$ cat config.mk
export PLATFORM = sky130hd
export DESIGN_NAME = snapshot_stream_parser
export DESIGN_NICKNAME = d
export VERILOG_FILES = /design/src/design/ssp_pkg.sv /design/src/design/snapshot_stream_parser.sv
export SDC_FILE = /design/constraint.sdc
export NUM_CORES = 1
export LEC_CHECK = 0
export BUFFER_PORTS_ARGS = -buffer_cell sky130_fd_sc_hd__buf_2
export CAP_MARGIN = 20
export CORE_MARGIN = 10
export CORE_UTILIZATION = 63
export DETAILED_ROUTE_END_ITERATION = 8
export GPL_ROUTABILITY_DRIVEN = 0
export GPL_TIMING_DRIVEN = 0
export PLACE_DENSITY = 0.82
export SLEW_MARGIN = 20
export SYNTH_ARGS = -nofsm -noshare
export SYNTH_HDL_FRONTEND = slang
export SYNTH_SLANG_ARGS = --single-unit
$ cat constraint.sdc
create_clock -name clk_i -period 6.2 [get_ports clk_i]
set_input_delay 0.62 -clock clk_i [delete_from_list [all_inputs] [get_ports clk_i]]
set_output_delay 0.62 -clock clk_i [all_outputs]
set_load 0.05 [all_outputs]
$ cat src/design/ssp_pkg.sv
// Shared constants for the snapshot stream parser: event codes, opcodes,
// length-prefix forms and the file magic. No dependencies.
package ssp_pkg;

  localparam int unsigned EventW = 4;
  localparam int unsigned ByteW  = 8;
  localparam int unsigned ExpW   = 64;

  localparam logic [EventW-1:0] EV_NONE      = 4'd0;
  localparam logic [EventW-1:0] EV_KEY_BYTE  = 4'd1;
  localparam logic [EventW-1:0] EV_VAL_BYTE  = 4'd2;
  localparam logic [EventW-1:0] EV_REC_DONE  = 4'd3;
  localparam logic [EventW-1:0] EV_LOADED_OK = 4'd4;
  localparam logic [EventW-1:0] EV_BAD_MAGIC = 4'd5;
  localparam logic [EventW-1:0] EV_BAD_OP    = 4'd6;
  localparam logic [EventW-1:0] EV_ENC_STR   = 4'd7;
  localparam logic [EventW-1:0] EV_TRUNC     = 4'd8;

  localparam logic [ByteW-1:0] OP_SELECT_DB = 8'hFE;
  localparam logic [ByteW-1:0] OP_RESIZE_DB = 8'hFB;
  localparam logic [ByteW-1:0] OP_AUX       = 8'hFA;
  localparam logic [ByteW-1:0] OP_EXPIRE_S  = 8'hFD;
  localparam logic [ByteW-1:0] OP_EXPIRE_MS = 8'hFC;
  localparam logic [ByteW-1:0] OP_EOF       = 8'hFF;
  localparam logic [ByteW-1:0] OP_KV_STRING = 8'h00;

  localparam logic [1:0] LEN_6BIT    = 2'd0;
  localparam logic [1:0] LEN_14BIT   = 2'd1;
  localparam logic [1:0] LEN_32BIT   = 2'd2;
  localparam logic [5:0] LEN_LOW_MSK = 6'h3F;

  localparam logic [9:0] MS_PER_S = 10'd1000;

  localparam logic [3:0] MAGIC_LEN   = 4'd5;
  localparam logic [3:0] VERSION_LEN = 4'd4;

  function automatic logic [ByteW-1:0] magic_byte(input logic [2:0] idx);
    logic [ByteW-1:0] r;
    case (idx)
      3'd0:    r = 8'h52;
      3'd1:    r = 8'h45;
      3'd2:    r = 8'h44;
      3'd3:    r = 8'h49;
      3'd4:    r = 8'h53;
      default: r = 8'h00;
    endcase
    return r;
  endfunction

endpackage

$ cat src/design/snapshot_stream_parser.sv
// Snapshot stream parser: one file byte or end-of-file marker per input
// transfer, one event per output transfer. Depends on ssp_pkg.
//
// Usage:
//   Input channel  (in_valid_i / in_ready_o): func_i = 1 marks end of file,
//     else data_byte_i carries the next file byte.
//   Output channel (out_valid_o / out_ready_i): every input transfer yields
//     exactly one output transfer carrying event_res_o, out_byte_o and
//     expire_ms_o (the held expiry on a record-done event).
//   Registered output: the event appears in the cycle after its input transfer.
//   Throughput: one byte per cycle unless the output stalls; the parse state
//     and the one-deep result register both update in the cycle of the transfer.
//   Stall: while a result waits and out_ready_i is low, in_ready_o is low;
//     with out_ready_i high a new byte is taken in the same cycle the
//     waiting result leaves.
//   Reset: rst_ni clears the parser to the magic check and drops any
//     pending result. After end of data, bad magic, a bad opcode, an encoded
//     string or truncation the parser halts and reports event 0 for every
//     further byte until reset.
module snapshot_stream_parser (
  input  logic                         clk_i,
  input  logic                         rst_ni,
  input  logic                         in_valid_i,
  output logic                         in_ready_o,
  input  logic                         func_i,
  input  logic [ssp_pkg::ByteW-1:0]    data_byte_i,
  output logic                         out_valid_o,
  input  logic                         out_ready_i,
  output logic [ssp_pkg::EventW-1:0]   event_res_o,
  output logic [ssp_pkg::ByteW-1:0]    out_byte_o,
  output logic [ssp_pkg::ExpW-1:0]     expire_ms_o
);
  import ssp_pkg::*;

  localparam logic [2:0] PH_MAGIC    = 3'd0;
  localparam logic [2:0] PH_VERSION  = 3'd1;
  localparam logic [2:0] PH_OPCODE   = 3'd2;
  localparam logic [2:0] PH_LENFIRST = 3'd3;
  localparam logic [2:0] PH_LENMORE  = 3'd4;
  localparam logic [2:0] PH_STRING   = 3'd5;
  localparam logic [2:0] PH_EXPIRY   = 3'd6;
  localparam logic [2:0] PH_HALT     = 3'd7;

  localparam logic [2:0] ROLE_DBNUM  = 3'd0;
  localparam logic [2:0] ROLE_HSIZE  = 3'd1;
  localparam logic [2:0] ROLE_ESIZE  = 3'd2;
  localparam logic [2:0] ROLE_AUXKEY = 3'd3;
  localparam logic [2:0] ROLE_AUXVAL = 3'd4;
  localparam logic [2:0] ROLE_KEY    = 3'd5;
  localparam logic [2:0] ROLE_VALUE  = 3'd6;

  logic [2:0]       phase_q, phase_d;
  logic [3:0]       cnt_q, cnt_d;
  logic [63:0]      acc_q, acc_d;
  logic [31:0]      left_q, left_d;
  logic [2:0]       role_q, role_d;
  logic [63:0]      pend_q, pend_d;
  logic             secs_q, secs_d;

  logic             out_valid_q;
  logic [EventW-1:0] ev_q;
  logic [ByteW-1:0] ob_q;
  logic [ExpW-1:0]  oe_q;

  logic [EventW-1:0] ev_d;
  logic [ByteW-1:0] ob_d;
  logic [ExpW-1:0]  oe_d;

  logic             accept;
  logic             len_fire, len_special, str_over, rec_done;
  logic [31:0]      len_val, left_dec, skip_n;
  logic [ByteW-1:0] rec_byte;
  logic [63:0]      acc_or, byte_sh;
  logic [41:0]      sec_ms;
  logic [3:0]       cnt_inc;
  logic [3:0]       exp_need;

  assign in_ready_o = !out_valid_q || out_ready_i;
  assign accept     = in_valid_i && in_ready_o;

  assign byte_sh  = {56'd0, data_byte_i} << {cnt_q[2:0], 3'b000};
  assign acc_or   = acc_q | byte_sh;
  assign sec_ms   = {10'd0, acc_or[31:0]} * {32'd0, MS_PER_S};
  assign cnt_inc  = cnt_q + 4'd1;
  assign left_dec = (left_q != 32'd0) ? left_q - 32'd1 : left_q;
  assign exp_need = secs_q ? 4'd4 : 4'd8;

  always_comb begin
    phase_d     = phase_q;
    cnt_d       = cnt_q;
    acc_d       = acc_q;
    left_d      = left_q;
    role_d      = role_q;
    pend_d      = pend_q;
    secs_d      = secs_q;
    ev_d        = EV_NONE;
    ob_d        = '0;
    oe_d        = '0;
    len_fire    = 1'b0;
    len_special = 1'b0;
    len_val     = '0;
    str_over    = 1'b0;
    rec_done    = 1'b0;
    rec_byte    = '0;
    skip_n      = '0;

    if (phase_q == PH_HALT) begin
      phase_d = PH_HALT;
    end else if (func_i) begin
      ev_d    = (phase_q == PH_OPCODE) ? EV_LOADED_OK : EV_TRUNC;
      phase_d = PH_HALT;
    end else begin
      case (phase_q)
        PH_MAGIC: begin
          acc_d = acc_q | {63'd0, data_byte_i != magic_byte(cnt_q[2:0])};
          cnt_d = cnt_inc;
          if (cnt_inc >= MAGIC_LEN) begin
            if (acc_d[0]) begin
              ev_d    = EV_BAD_MAGIC;
              phase_d = PH_HALT;
            end else begin
              phase_d = PH_VERSION;
            end
            cnt_d = '0;
            acc_d = '0;
          end
        end
        PH_VERSION: begin
          cnt_d = cnt_inc;
          if (cnt_inc >= VERSION_LEN) begin
            cnt_d   = '0;
            phase_d = PH_OPCODE;
          end
        end
        PH_OPCODE: begin
          case (data_byte_i)
            OP_SELECT_DB: begin
              role_d  = ROLE_DBNUM;
              phase_d = PH_LENFIRST;
            end
            OP_RESIZE_DB: begin
              role_d  = ROLE_HSIZE;
              phase_d = PH_LENFIRST;
            end
            OP_AUX: begin
              role_d  = ROLE_AUXKEY;
              phase_d = PH_LENFIRST;
            end
            OP_KV_STRING: begin
              role_d  = ROLE_KEY;
              phase_d = PH_LENFIRST;
            end
            OP_EXPIRE_S, OP_EXPIRE_MS: begin
              secs_d  = (data_byte_i == OP_EXPIRE_S);
              acc_d   = '0;
              cnt_d   = '0;
              phase_d = PH_EXPIRY;
            end
            OP_EOF: begin
              ev_d    = EV_LOADED_OK;
              phase_d = PH_HALT;
            end
            default: begin
              ev_d    = EV_BAD_OP;
              phase_d = PH_HALT;
            end
          endcase
        end
        PH_LENFIRST: begin
          case (data_byte_i[7:6])
            LEN_6BIT: begin
              len_fire = 1'b1;
              len_val  = {26'd0, data_byte_i[5:0] & LEN_LOW_MSK};
            end
            LEN_14BIT: begin
              acc_d   = {58'd0, data_byte_i[5:0] & LEN_LOW_MSK};
              cnt_d   = 4'd1;
              phase_d = PH_LENMORE;
            end
            LEN_32BIT: begin
              acc_d   = '0;
              cnt_d   = 4'd4;
              phase_d = PH_LENMORE;
            end
            default: begin
              len_fire    = 1'b1;
              len_special = 1'b1;
              len_val     = {26'd0, data_byte_i[5:0] & LEN_LOW_MSK};
            end
          endcase
        end
        PH_LENMORE: begin
          acc_d = {32'd0, acc_q[23:0], data_byte_i};
          cnt_d = (cnt_q != 4'd0) ? cnt_q - 4'd1 : cnt_q;
          if (cnt_d == 4'd0) begin
            len_fire = 1'b1;
            len_val  = acc_d[31:0];
          end
        end
        PH_STRING: begin
          left_d = left_dec;
          if (role_q == ROLE_KEY) begin
            ev_d = EV_KEY_BYTE;
            ob_d = data_byte_i;
            if (left_dec == 32'd0) str_over = 1'b1;
          end else if (role_q == ROLE_VALUE) begin
            if (left_dec == 32'd0) begin
              rec_done = 1'b1;
              rec_byte = data_byte_i;
            end else begin
              ev_d = EV_VAL_BYTE;
              ob_d = data_byte_i;
            end
          end else if (left_dec == 32'd0) begin
            str_over = 1'b1;
          end
        end
        PH_EXPIRY: begin
          acc_d = acc_or;
          cnt_d = cnt_inc;
          if (cnt_inc >= exp_need) begin
            pend_d  = secs_q ? {22'd0, sec_ms} : acc_or;
            acc_d   = '0;
            cnt_d   = '0;
            phase_d = PH_OPCODE;
          end
        end
        default: begin
          phase_d = PH_HALT;
        end
      endcase

      if (len_fire) begin
        case (role_q)
          ROLE_HSIZE: begin
            role_d  = ROLE_ESIZE;
            phase_d = PH_LENFIRST;
          end
          ROLE_AUXKEY, ROLE_AUXVAL: begin
            if (len_special && len_val > 32'd2) begin
              ev_d    = EV_ENC_STR;
              phase_d = PH_HALT;
            end else begin
              if (len_special) begin
                skip_n = 32'd1 << len_val[1:0];
              end else begin
                skip_n = len_val;
              end
              if (skip_n == 32'd0) begin
                str_over = 1'b1;
              end else begin
                left_d  = skip_n;
                phase_d = PH_STRING;
              end
            end
          end
          ROLE_KEY, ROLE_VALUE: begin
            if (len_special) begin
              ev_d    = EV_ENC_STR;
              phase_d = PH_HALT;
            end else if (len_val == 32'd0) begin
              if (role_q == ROLE_VALUE) rec_done = 1'b1;
              else str_over = 1'b1;
            end else begin
              left_d  = len_val;
              phase_d = PH_STRING;
            end
          end
          default: begin
            phase_d = PH_OPCODE;
          end
        endcase
      end

      if (str_over) begin
        if (role_q == ROLE_AUXKEY) begin
          role_d  = ROLE_AUXVAL;
          phase_d = PH_LENFIRST;
        end else if (role_q == ROLE_KEY) begin
          role_d  = ROLE_VALUE;
          phase_d = PH_LENFIRST;
        end else begin
          phase_d = PH_OPCODE;
        end
      end

      if (rec_done) begin
        ev_d    = EV_REC_DONE;
        ob_d    = rec_byte;
        oe_d    = pend_q;
        pend_d  = '0;
        phase_d = PH_OPCODE;
      end
    end
  end

  always_ff @(posedge clk_i or negedge rst_ni) begin
    if (!rst_ni) begin
      phase_q <= PH_MAGIC;
      cnt_q   <= '0;
      acc_q   <= '0;
      left_q  <= '0;
      role_q  <= ROLE_DBNUM;
      pend_q  <= '0;
      secs_q  <= 1'b0;
    end else if (accept) begin
      phase_q <= phase_d;
      cnt_q   <= cnt_d;
      acc_q   <= acc_d;
      left_q  <= left_d;
      role_q  <= role_d;
      pend_q  <= pend_d;
      secs_q  <= secs_d;
    end
  end

  always_ff @(posedge clk_i or negedge rst_ni) begin
    if (!rst_ni) begin
      out_valid_q <= 1'b0;
    end else if (accept) begin
      out_valid_q <= 1'b1;
    end else if (out_ready_i) begin
      out_valid_q <= 1'b0;
    end
  end

  always_ff @(posedge clk_i) begin
    if (accept) begin
      ev_q <= ev_d;
      ob_q <= ob_d;
      oe_q <= oe_d;
    end
  end

  assign out_valid_o = out_valid_q;
  assign event_res_o = ev_q;
  assign out_byte_o  = ob_q;
  assign expire_ms_o = oe_q;

  a_stall_blocks_input: assert property (@(posedge clk_i) disable iff (!rst_ni)
    out_valid_o && !out_ready_i |-> !in_ready_o)
    else $error("input taken while result stalled");

  a_halt_sticks: assert property (@(posedge clk_i) disable iff (!rst_ni)
    phase_q == PH_HALT |=> phase_q == PH_HALT)
    else $error("parser left halt without reset");

  a_expiry_only_on_done: assert property (@(posedge clk_i) disable iff (!rst_ni)
    out_valid_o && event_res_o != EV_REC_DONE |-> expire_ms_o == '0)
    else $error("expiry on an event other than record done");

  a_byte_only_on_data: assert property (@(posedge clk_i) disable iff (!rst_ni)
    out_valid_o && event_res_o != EV_KEY_BYTE && event_res_o != EV_VAL_BYTE
      && event_res_o != EV_REC_DONE |-> out_byte_o == '0)
    else $error("data byte on a status event");

endmodule

## Yosys cells after proc, flatten, opt, wreduce, memory -nomap -nowiden

Cells that the tools add are included.

- Output and inout port bits: 78
- Flip-flop bits (word level): 248
- Word-level logic and storage cells: 210

- Magnitude comparators: 4
- $mul: 1
- Bitwise gates (word level): 5
- Reduce and logical (&&, ||, !) cells: 34
- Multiplexer cells: 123
- Shifts and indexed selects: 2
- Equal/unequal tests: 27
- Add/sub/neg operators: 3

Operators by type and width:

| cell | count |
|---|---|
| $mux W32 | 16 |
| $mux W64 | 7 |
| $pmux W64 S5 | 1 |
| $pmux W32 S2 | 2 |
| $pmux W64 S2 | 1 |
| $logic_not A32 Y1 | 3 |
| $mux W8 | 12 |
| $mux W3 | 22 |
| $or A64 B1 Y64 | 1 |
| $or A64 B64 Y64 | 1 |
| $shl A8 B6 Y64 | 1 |
| $eq A8 B8 Y1 const B | 6 |
| $mux W4 | 12 |
| $mul A32 B7 Y39 const B | 1 |
| $pmux W7 S5 | 1 |
| $mux W1 | 34 |
| $gt A32 B2 Y1 const B | 1 |
| $reduce_bool A32 Y1 | 1 |
| $shl A1 B2 Y32 const A | 1 |
| $sub A32 B1 Y32 const B | 1 |
| $eq A3 B3 Y1 const B | 8 |
| $pmux W4 S6 | 1 |
| $pmux W3 S3 | 2 |
| $pmux W3 S6 | 1 |
| 36 further kinds | 62 |

## Logic depth before layout (Yosys ltp)

Gate-level depths: netlist (run 1).

- Depth after elaboration: 25
- Depth in mapped cells: 22
- Mapped depth without buffers: 20

## Worst setup path after synthesis (run 1)

Ideal clock, no wire load.

- Path type: input to register
- Start point: in data_byte_i[6] (netlist name)
- End point: reg pend_q[40]
- Arrival: 5.720 ns
- Setup time: 0.064 ns
- Required time: 6.136 ns
- Buffers on the path: 2
- Setup slack: 0.416 ns
- Stages on the path: 18
- Path through: clkbuf_1 > clkbuf_1 > a21o_1 > fa_1 > inv_1 > fa_1 > fa_1 > inv_1 > fa_1 > ha_1 > a2111o_1 > o211a_1 > a211o_1 > a21oi_1 > nor3_1 > or2_2 > a311oi_1 > a211o_1

- Cells in the longest elaborated chain, start to end: 15
- Elaborated cells between the ends (all ways): 35
- Classes of those cells: 1 x mul; 2 x eq/ne; 1 x shift; 23 x mux; 1 x bitwise; 7 x reduce/logical

RTL lines:

| element | RTL line | source |
|---|---|---|
| start: declaration | snapshot_stream_parser.sv:26 | `input logic [ssp_pkg::ByteW-1:0] data_byte_i,` |
| parallel branches: the longest is 15 deep, another holds $mul A32 B7 Y39 | n/a |  |
| end signal: assignment | snapshot_stream_parser.sv:312 | `pend_q <= pend_d;` |
| end: declaration | snapshot_stream_parser.sv:57 | `logic [63:0] pend_q, pend_d;` |

Several ways; the timed one is not identified. The select of a mux whose other input is x is not followed.
A chain may end at the register's enable or synchronous reset.

## Worst setup path after layout (run 1)

- Start point: reg cnt_q[0]
- End point: reg pend_q[33]

- Cells in the longest elaborated chain, start to end: 16
- Elaborated cells between the ends (all ways): 31
- Classes of those cells: 2 x add/sub; 1 x mul; 1 x order compare; 1 x shift; 19 x mux; 1 x bitwise; 6 x reduce/logical

RTL lines:

| element | RTL line | source |
|---|---|---|
| start: declaration | snapshot_stream_parser.sv:53 | `logic [3:0] cnt_q, cnt_d;` |
| start signal: assignment | snapshot_stream_parser.sv:308 | `cnt_q <= cnt_d;` |
| parallel branches: the longest is 16 deep, another holds $mul A32 B7 Y39 | n/a |  |

Several ways; the timed one is not identified. The select of a mux whose other input is x is not followed.

==> key figures, run 1 <==
Worst setup path
  • Worst reg-to-reg path cell count: 23
  • Crit path from: cnt_q[0]$_DFFE_PN0P_
  • WP data arrival: roughly 6.6 ns
  • CP peak stage delay: 0.53 ns
  • Cells along the critical path: buf_6, nor3_4, buf_4, a21oi_1, inv_2, buf_4, fa_1, inv_1, fa_1, fa_1, inv_1, fa_1, ha_1, a2111oi_4, o21ai_2, a31oi_4, buf_4, a21oi_1, and3_1, a221oi_2, xor2_1, a21oi_1, a22o_1
  • Crit path max-delay family: adder cells
  • Critical-path cell with the highest stage delay: fa_1
  • WS Path Type: flip-flop to flip-flop
  • Crit path launch type: flip-flop
  • Critical Path RT: 6.66 ns
  • Flop2flop setup slack: 0.09 ns
  • Buffer and inverter count on the worst path: 7
  • R2R Path End: pend_q[33]$_DFFE_PN0P_
  • Worst r2r src: cnt_q[0]$_DFFE_PN0P_
  • Stages on the worst setup path: 23
  • Crit-path max FO: 10
  • Critical path endpoint category: flip-flop
  • Worst Setup EP: pend_q[33]$_DFFE_PN0P_
  • Most frequent CP cell: fa_1

Timing
  • Final worst-path cycle share: 0.986
  • # setup viols final: 0
  • Fin worst setup slack: 0.0872 ns
  • Actual slew at the worst max-slew pin: 1.15 ns
  • Max Clock Skew: 0.0125 ns
  • RSZ-0062 raised after global routing: true
  • Final hold vios: 0
  • Fin Hold WS: 0.0288 ns
  • Clock period minus worst slack: 6.11 ns
  • Setup_tns: 0 ns
  • Fmax: approximately 160 MHz
  • Max-slew violations: 0
  • Relative slew slack: 0.229

Clocking
  • Clock transition at the registers of the reported paths: about 0.060 ns
  • Clk sink count: 248
  • Max clock buf depth: 3
  • Clk_lat worst skew: between 0.5 and 0.6 ns
  • TritonCTS buffer count: 27
  • CTS H-tree lvls: 1
  • CTS tree: built
  • Clk root buf: clkbuf_16

Final layout
  • Layout net count: between 2000 and 2500
  • Multi-input gate area: 0.0111 mm^2
  • Syn-to-layout area delta: 12.1%
  • Fill cells: 2040
  • Share of layout cells above drive strength 1: 0.121
  • Sequential Area: between 0.006 and 0.007 mm^2
  • Layout Cells excl Fill: about 2500

Outcome
  • Status: finished, final reports clean

Route
  • DRT antenna net count: 0
  • DRC: 0
  • Final Routed Wirelength: 56.7 mm
  • Drt first pass iters: 8
  • WL/cell: 22.6 um
  • Vias per inst: 6.65
  • Initial DRC Count: ~2200
  • Via count: 16700

Die
  • Initial Util: 0.645
  • I/O Pins: 91
  • Die ar.: 0.0369 mm^2
  • Die W: 192 um
  • Core Area: approximately 0.029 mm^2
  • Num rows: 62
  • Die Y: 192 um

Synth
  • Post-Synth Adder-Cell Area: 0.192
  • Simple-gate share of the synthesized area: 0.157
  • Synth warn: 0
  • Cell count after synthesis: between 1500 and 2000
  • Top cell type's share of synthesized area: 0.231
  • Xor-xnor portion of the synthesized cell area: 0.0178
  • Synth Cell Area: 0.0187 mm^2
  • Avg Synthesized Cell Area: approximately 9.5 um^2
  • Mux cell area share after synthesis: 0.0101
  • Synth Register Bits: 248
  • Seq/Total Area, Yosys: 0.353
  • Yosys top cell by area: dfrtp_1
  • Most instantiated cells after synthesis: inv_1, dfrtp_1, a21oi_1, nor2_1, nand2_1
  • Count leader, synth: inv_1
  • Synth Area in Compound Gates: 0.207
  • Syn_nets: 2194
  • Synth unique cells: 83
  • Largest cells by area after synthesis: dfrtp_1, fa_1, edfxtp_1
  • Post-synth top flop: dfrtp_1
  • Synth async-reset ratio: 0.694
  • Largest family of logic cells by synthesized area: compound AO/OA/AOI/OAI gates
  • Post-synth EDFFs: 76

Power
  • Final Total Pwr: 4.98 mW
  • Maximum vdd drop: 0.215 mV
  • Leak: 9.57 nW
  • Power Density: around 240 mW/mm^2

Global route
  • Vias in the first global route: 16400
  • GRT Overall Usage: 0.301
  • GRT overflow: 0
  • Initial antenna violation count: 2
  • Largest net degree at the start of global routing: 100
  • First-pass GRT wire length: 88.9 mm

Placement
  • Port Buf Inserts: 86
  • Placed insts: 2437
  • Final HPWL DP: 40.9 mm
  • Worst slack, placed: -1.02 ns

Flow run
  • Max cap viols: 0

Worst hold path
  • Worst hold path type: input port to asynchronous set/reset pin
==> placed cells by master (no fill, tap or decap), types with 8 or more instances in the layout <==
cell       netlist  layout
a211oi_1        21      21
a21o_1          44      24
a21o_2           0      14
a21oi_1        151     147
a221o_1         21      21
a22o_1          25      25
a22oi_1         40      40
a31oi_1         13      11
and2_1          86      86
and3_1          14      14
buf_2            7      91
buf_4            0      22
clkbuf_1        85      90
clkbuf_16        0      27
dfrtp_1        172     172
edfxtp_1        76      76
fa_1           118     118
ha_1            98      94
inv_1          193     185
mux2i_1         11      11
nand2_1        130     130
nand2b_1        19      19
nand3_1         30      30
nand4_1         13      13
nor2_1         138     137
nor2b_1         15      15
nor3_1          45      40
nor4_1          23      22
o211ai_1         9       9
o21ai_0        115     111
o22ai_1         11      11
o2bb2ai_1       38      38
or2_2            8       8
or3_1            8       8
xnor2_1         22      22
xor2_1          16      16
==> repair_timing <==
action / 4_1_cts / 5_1_grt
setup buffers: 5 / 18
setup endpoints to repair: 23 / 15
pin swaps: 3 / 5
gates resized for setup: 29 / 49
hold buffers: 0 / 0
==> state kept, by name (all words and copies together) (netlist names) <==
| name | cells |
|---|---|
| pend_q | 64 |
| event_res_o | 4 |
| left_q | 32 |
| role_q | 3 |
| phase_q | 3 |
| expire_ms_o | 64 |
| acc_q | 64 |
| secs_q | 1 |
| cnt_q | 4 |
| out_valid_o | 1 |
| out_byte_o | 8 |
==> stage by stage <==
step / util / cell area (um^2)
after floorplan: - / 18700
after global placement: 0.677 / 19600
after detailed placement: 0.679 / 19600
after CTS: 0.712 / 20600
after global routing: 0.723 / 20900
final: 0.723 / 20900
==> worst min-delay path by stage <==
stage | cells after the start | start | endpoint | slack [ns]
global placement | 1 | pend_q[21]$_DFFE_PN0P_ | pend_q[21]$_DFFE_PN0P_ | 0.46
floorplan | 0 | rst_ni | acc_q[0]$_DFFE_PN0P_ | 0.32
global route | 1 | rst_ni | left_q[1]$_DFFE_PN0P_ | 0.07
detailed placement | 1 | pend_q[58]$_DFFE_PN0P_ | pend_q[58]$_DFFE_PN0P_ | 0.47
finish | 1 | rst_ni | left_q[1]$_DFFE_PN0P_ | 0.03
CTS | 1 | rst_ni | left_q[1]$_DFFE_PN0P_ | 0.06
==> layout make-up <==
type	instances	area share
multi-input combinational	1418	0.532
sequential	248	0.315
clock buffer	41	0.0367
inverter	194	0.0352
timing repair buffer	111	0.0322
tap	384	0.0230
buffer	104	0.0223
clock inverter	9	0.00365
antenna	1	0.000120
==> cell families (layout without fill, tap and decap cells) <==
logic type | count (synthesis) | after routing
compound gates | 577 | 577
xor+xnor | 38 | 38
fa+ha+maj | 216 | 216
buf+inv | 299 | 459
flops | 248 | 248
mux | 18 | 18
other cells | 0 | 1
simple gates | 569 | 569
==> where the power goes <==
group          switching (mW)  total (mW)  internal [mW]
registers              0.0419        1.78           1.74
logic                    1.04        1.62          0.580
clock network           0.708        1.57          0.863
==> per-layer routing <==
layer	up-vias	track usage	wire length [um]
met5	-	0	38
met4	2	0.143	2920
met3	261	0.0793	7020
met2	1180	0.470	25700
met1	8004	0.384	21000
li1	7257	-	-
==> worst reg2reg max path, cell delays in order (launching register included) <==
cell and delay [ns]:
dfrtp_1 0.43, buf_6 0.19, nor3_4 0.06, buf_4 0.17, a21oi_1 0.23, inv_2 0.13, buf_4 0.20, fa_1 0.54
inv_1 0.06, fa_1 0.40, fa_1 0.49, inv_1 0.06, fa_1 0.39, ha_1 0.38, a2111oi_4 0.41, o21ai_2 0.17
a31oi_4 0.28, buf_4 0.17, a21oi_1 0.09, and3_1 0.24, a221oi_2 0.40, xor2_1 0.19, a21oi_1 0.10, a22o_1 0.22
Note: power is estimated with default switching activity, not from simulation.
==> run 2: changes to the inputs <==
--- a/config.mk
+++ b/config.mk
@@ -12,6 +12,7 @@
 export DETAILED_ROUTE_END_ITERATION = 8
 export GPL_ROUTABILITY_DRIVEN = 0
 export GPL_TIMING_DRIVEN = 0
+export MAX_ROUTING_LAYER = met4
 export PLACE_DENSITY = 0.82
 export SLEW_MARGIN = 20
 export SYNTH_ARGS = -nofsm -noshare
==> run 2 against run 1 <==
  * Clock skew decreased by 0.0024 ns
  * Design area about the same
  * Maximum frequency down 0.34%
  * Worst hold slack lost 0.016 ns
  * Die area did not move
  * Largest cell class unchanged
  * Highest routed layer is now met4
==> key figures, run 2 (synthesis results as in run 1) <==
Worst setup path
  • WS Path Type: flip-flop to flip-flop
  • CP peak stage delay: 0.65 ns
  • Critical path endpoint category: flip-flop
  • WP data arrival: roughly 6.6 ns
  • Critical Path RT: between 6 and 7 ns
  • Most frequent CP cell: fa_1
  • Buffer and inverter count on the worst path: 5
  • Crit path launch type: flip-flop
  • Crit path from: cnt_q[0]$_DFFE_PN0P_
  • Critical-path cell with the highest stage delay: fa_1
  • Crit path max-delay family: adder cells
  • Cells along the critical path: buf_6, nor3_4, buf_4, a21o_2, inv_1, fa_1, fa_1, fa_1, inv_1, fa_1, ha_1, a2111oi_4, o21ai_2, a31oi_4, buf_4, a21oi_1, and3_1, a221oi_2, xor2_1, a21oi_1, a22o_1
  • Worst r2r src: cnt_q[0]$_DFFE_PN0P_
  • Crit-path max FO: 10

Global route
  • Initial antenna violation count: 2
  • GRT Overall Usage: 0.310
  • First-pass GRT wire length: 88.9 mm
  • GRT overflow: 0
  • Largest net degree at the start of global routing: 100
  • Vias in the first global route: around 16000

Die
  • Core Area: around 0.029 mm^2
  • Die W: approximately 190 um
  • Initial Util: 0.645
  • Die Y: 192 um
  • Die ar.: 0.0369 mm^2
  • I/O Pins: 91
  • Num rows: 62

Power
  • Maximum vdd drop: 0.216 mV
  • Seq pwr share: 0.359
  • Leak: 9.56 nW
  • Switching Share: 0.360
  • Power Density: roughly 240 mW/mm^2
  • Cell Int Power: about 3.2 mW
  • Switching power: between 1.5 and 2 mW
  • Clock Power Share: 0.315
  • Gate power share: 0.327

Final layout
  • Most frequent cells in the layout: inv_1, dfrtp_1, a21oi_1, nor2_1, nand2_1
  • Layout net count: 2332
  • Sequential Area: 0.00659 mm^2
  • Multi-input gate area: 0.0111 mm^2
  • Commonest non-fill, non-tap cell in the layout: inv_1
  • Syn-to-layout area delta: 12.0%
  • Fill cells: about 2100
  • Share of layout cells above drive strength 1: 0.121
  • Design area: 0.0209 mm^2
  • Final core utilization: 0.723
  • Layout Cells excl Fill: 2510

Worst hold path
  • Worst hold path type: input port to asynchronous set/reset pin

Route
  • Drt first pass iters: 6
  • Initial DRC Count: 2542
  • Via count: 16700
  • DRT antenna net count: 0
  • Final Routed Wirelength: 56.4 mm
  • WL/cell: 22.5 um
  • Vias per inst: around 6.7
  • DRC: 0

Timing
  • Fmax: ~160 MHz
  • Clock period minus worst slack: 6.13 ns
  • Max-slew violations: 0
  • Actual slew at the worst max-slew pin: roughly 1.2 ns
  • # setup viols final: 0
  • Final hold vios: 0
  • Final worst-path cycle share: 0.989
  • Relative slew slack: 0.197
  • Max Clock Skew: 0.0101 ns

Placement
  • Placed insts: around 2400
  • Placed cell area: 0.0196 mm^2
  • Final HPWL DP: 40.9 mm
  • Port Buf Inserts: 86

Clocking
  • Clk_lat worst skew: 0.58 ns
  • Clk sink count: 248
  • CTS tree: built
  • CTS H-tree lvls: 1
  • Clock transition at the registers of the reported paths: 0.06 ns
  • Max clock buf depth: 3
  • Clk root buf: clkbuf_16
  • TritonCTS buffer count: 27

Outcome
  • Status: finished, final reports clean

Flow run
  • Max cap viols: 0
[run 2: worst paths after layout]
path	to	slack [ns]	cells after the start
max in group asynchronous	pend_q[28]$_DFFE_PN0P_	5.21	2
max	pend_q[33]$_DFFE_PN0P_	0.07	21
max reg2reg	pend_q[33]$_DFFE_PN0P_	0.07	21
min	left_q[1]$_DFFE_PN0P_	0.01	1
min in group clk_i	out_valid_o$_DFFE_PN0P_	0.26	2
min reg2reg	pend_q[58]$_DFFE_PN0P_	0.49	1
[run 2: metal layers]
| metal | wire [um] | track usage | part of all wire | vias to the layer above |
|---|---|---|---|---|
| li1 | - | - | - | 7256 |
| met1 | 20900 | 0.387 | 0.37 | 8039 |
| met2 | 25600 | 0.472 | 0.45 | 1182 |
| met3 | 6960 | 0.0762 | 0.12 | 248 |
| met4 | 2930 | 0.136 | 0.052 | 0 |
| met5 | 0 | - | 0 | - |
[run 2: power by group through the flow]
stage / clock network [mW] / registers (mW) / logic [mW]
global route: 1.63 / 1.79 / 1.79
finish: 1.56 / 1.78 / 1.62
floorplan: 0 / 1.88 / 1.02
CTS: 1.57 / 1.78 / 1.51
global placement: 0 / 1.81 / 1.41
detailed placement: 0 / 1.81 / 1.47
[run 2: what timing repair did]
action | in CTS | in global routing
gates resized for setup | 29 | 49
pin swaps | 3 | 4
buffers inserted | 5 | 17
hold buffers | 0 | 0
gates cloned | 0 | 0
endpoints found under the setup margin | 23 | 15
[run 2: through the flow]
step / setup TNS (ns) / total power [mW] / setup WS (ns) / hold slack [ns]
after global routing: -0.161 / 5.22 / -0.0524 / 0.0635
after floorplan: 0 / 2.90 / 0.416 / 0.324
after detailed placement: -16.12 / 3.28 / -1.02 / 0.466
after global placement: -111.11 / 3.22 / -1.20 / 0.457
final: 0 / 4.97 / 0.0666 / 0.0125
after CTS: 0 / 4.86 / 0.00397 / 0.0601
[run 2: area by class of cell]
class,instances,area share
inverters,194,0.0352
repair buffers,110,0.0318
diodes,2,0.000239
well taps,384,0.0230
clock inverters,9,0.00365
multi-input cells,1418,0.532
clock buffers,41,0.0367
plain buffers,104,0.0223
flip-flops and latches,248,0.315
[run 2: worst register-to-register path: stages, from the launching register on]
cell,delay [ns]
dfrtp_1,0.43
buf_6,0.18
nor3_4,0.16
buf_4,0.18
a21o_2,0.26
inv_1,0.13
fa_1,0.65
fa_1,0.48
fa_1,0.52
inv_1,0.06
fa_1,0.46
ha_1,0.29
a2111oi_4,0.33
o21ai_2,0.17
a31oi_4,0.28
buf_4,0.17
a21oi_1,0.09
and3_1,0.24
a221oi_2,0.41
xor2_1,0.19
a21oi_1,0.11
a22o_1,0.22
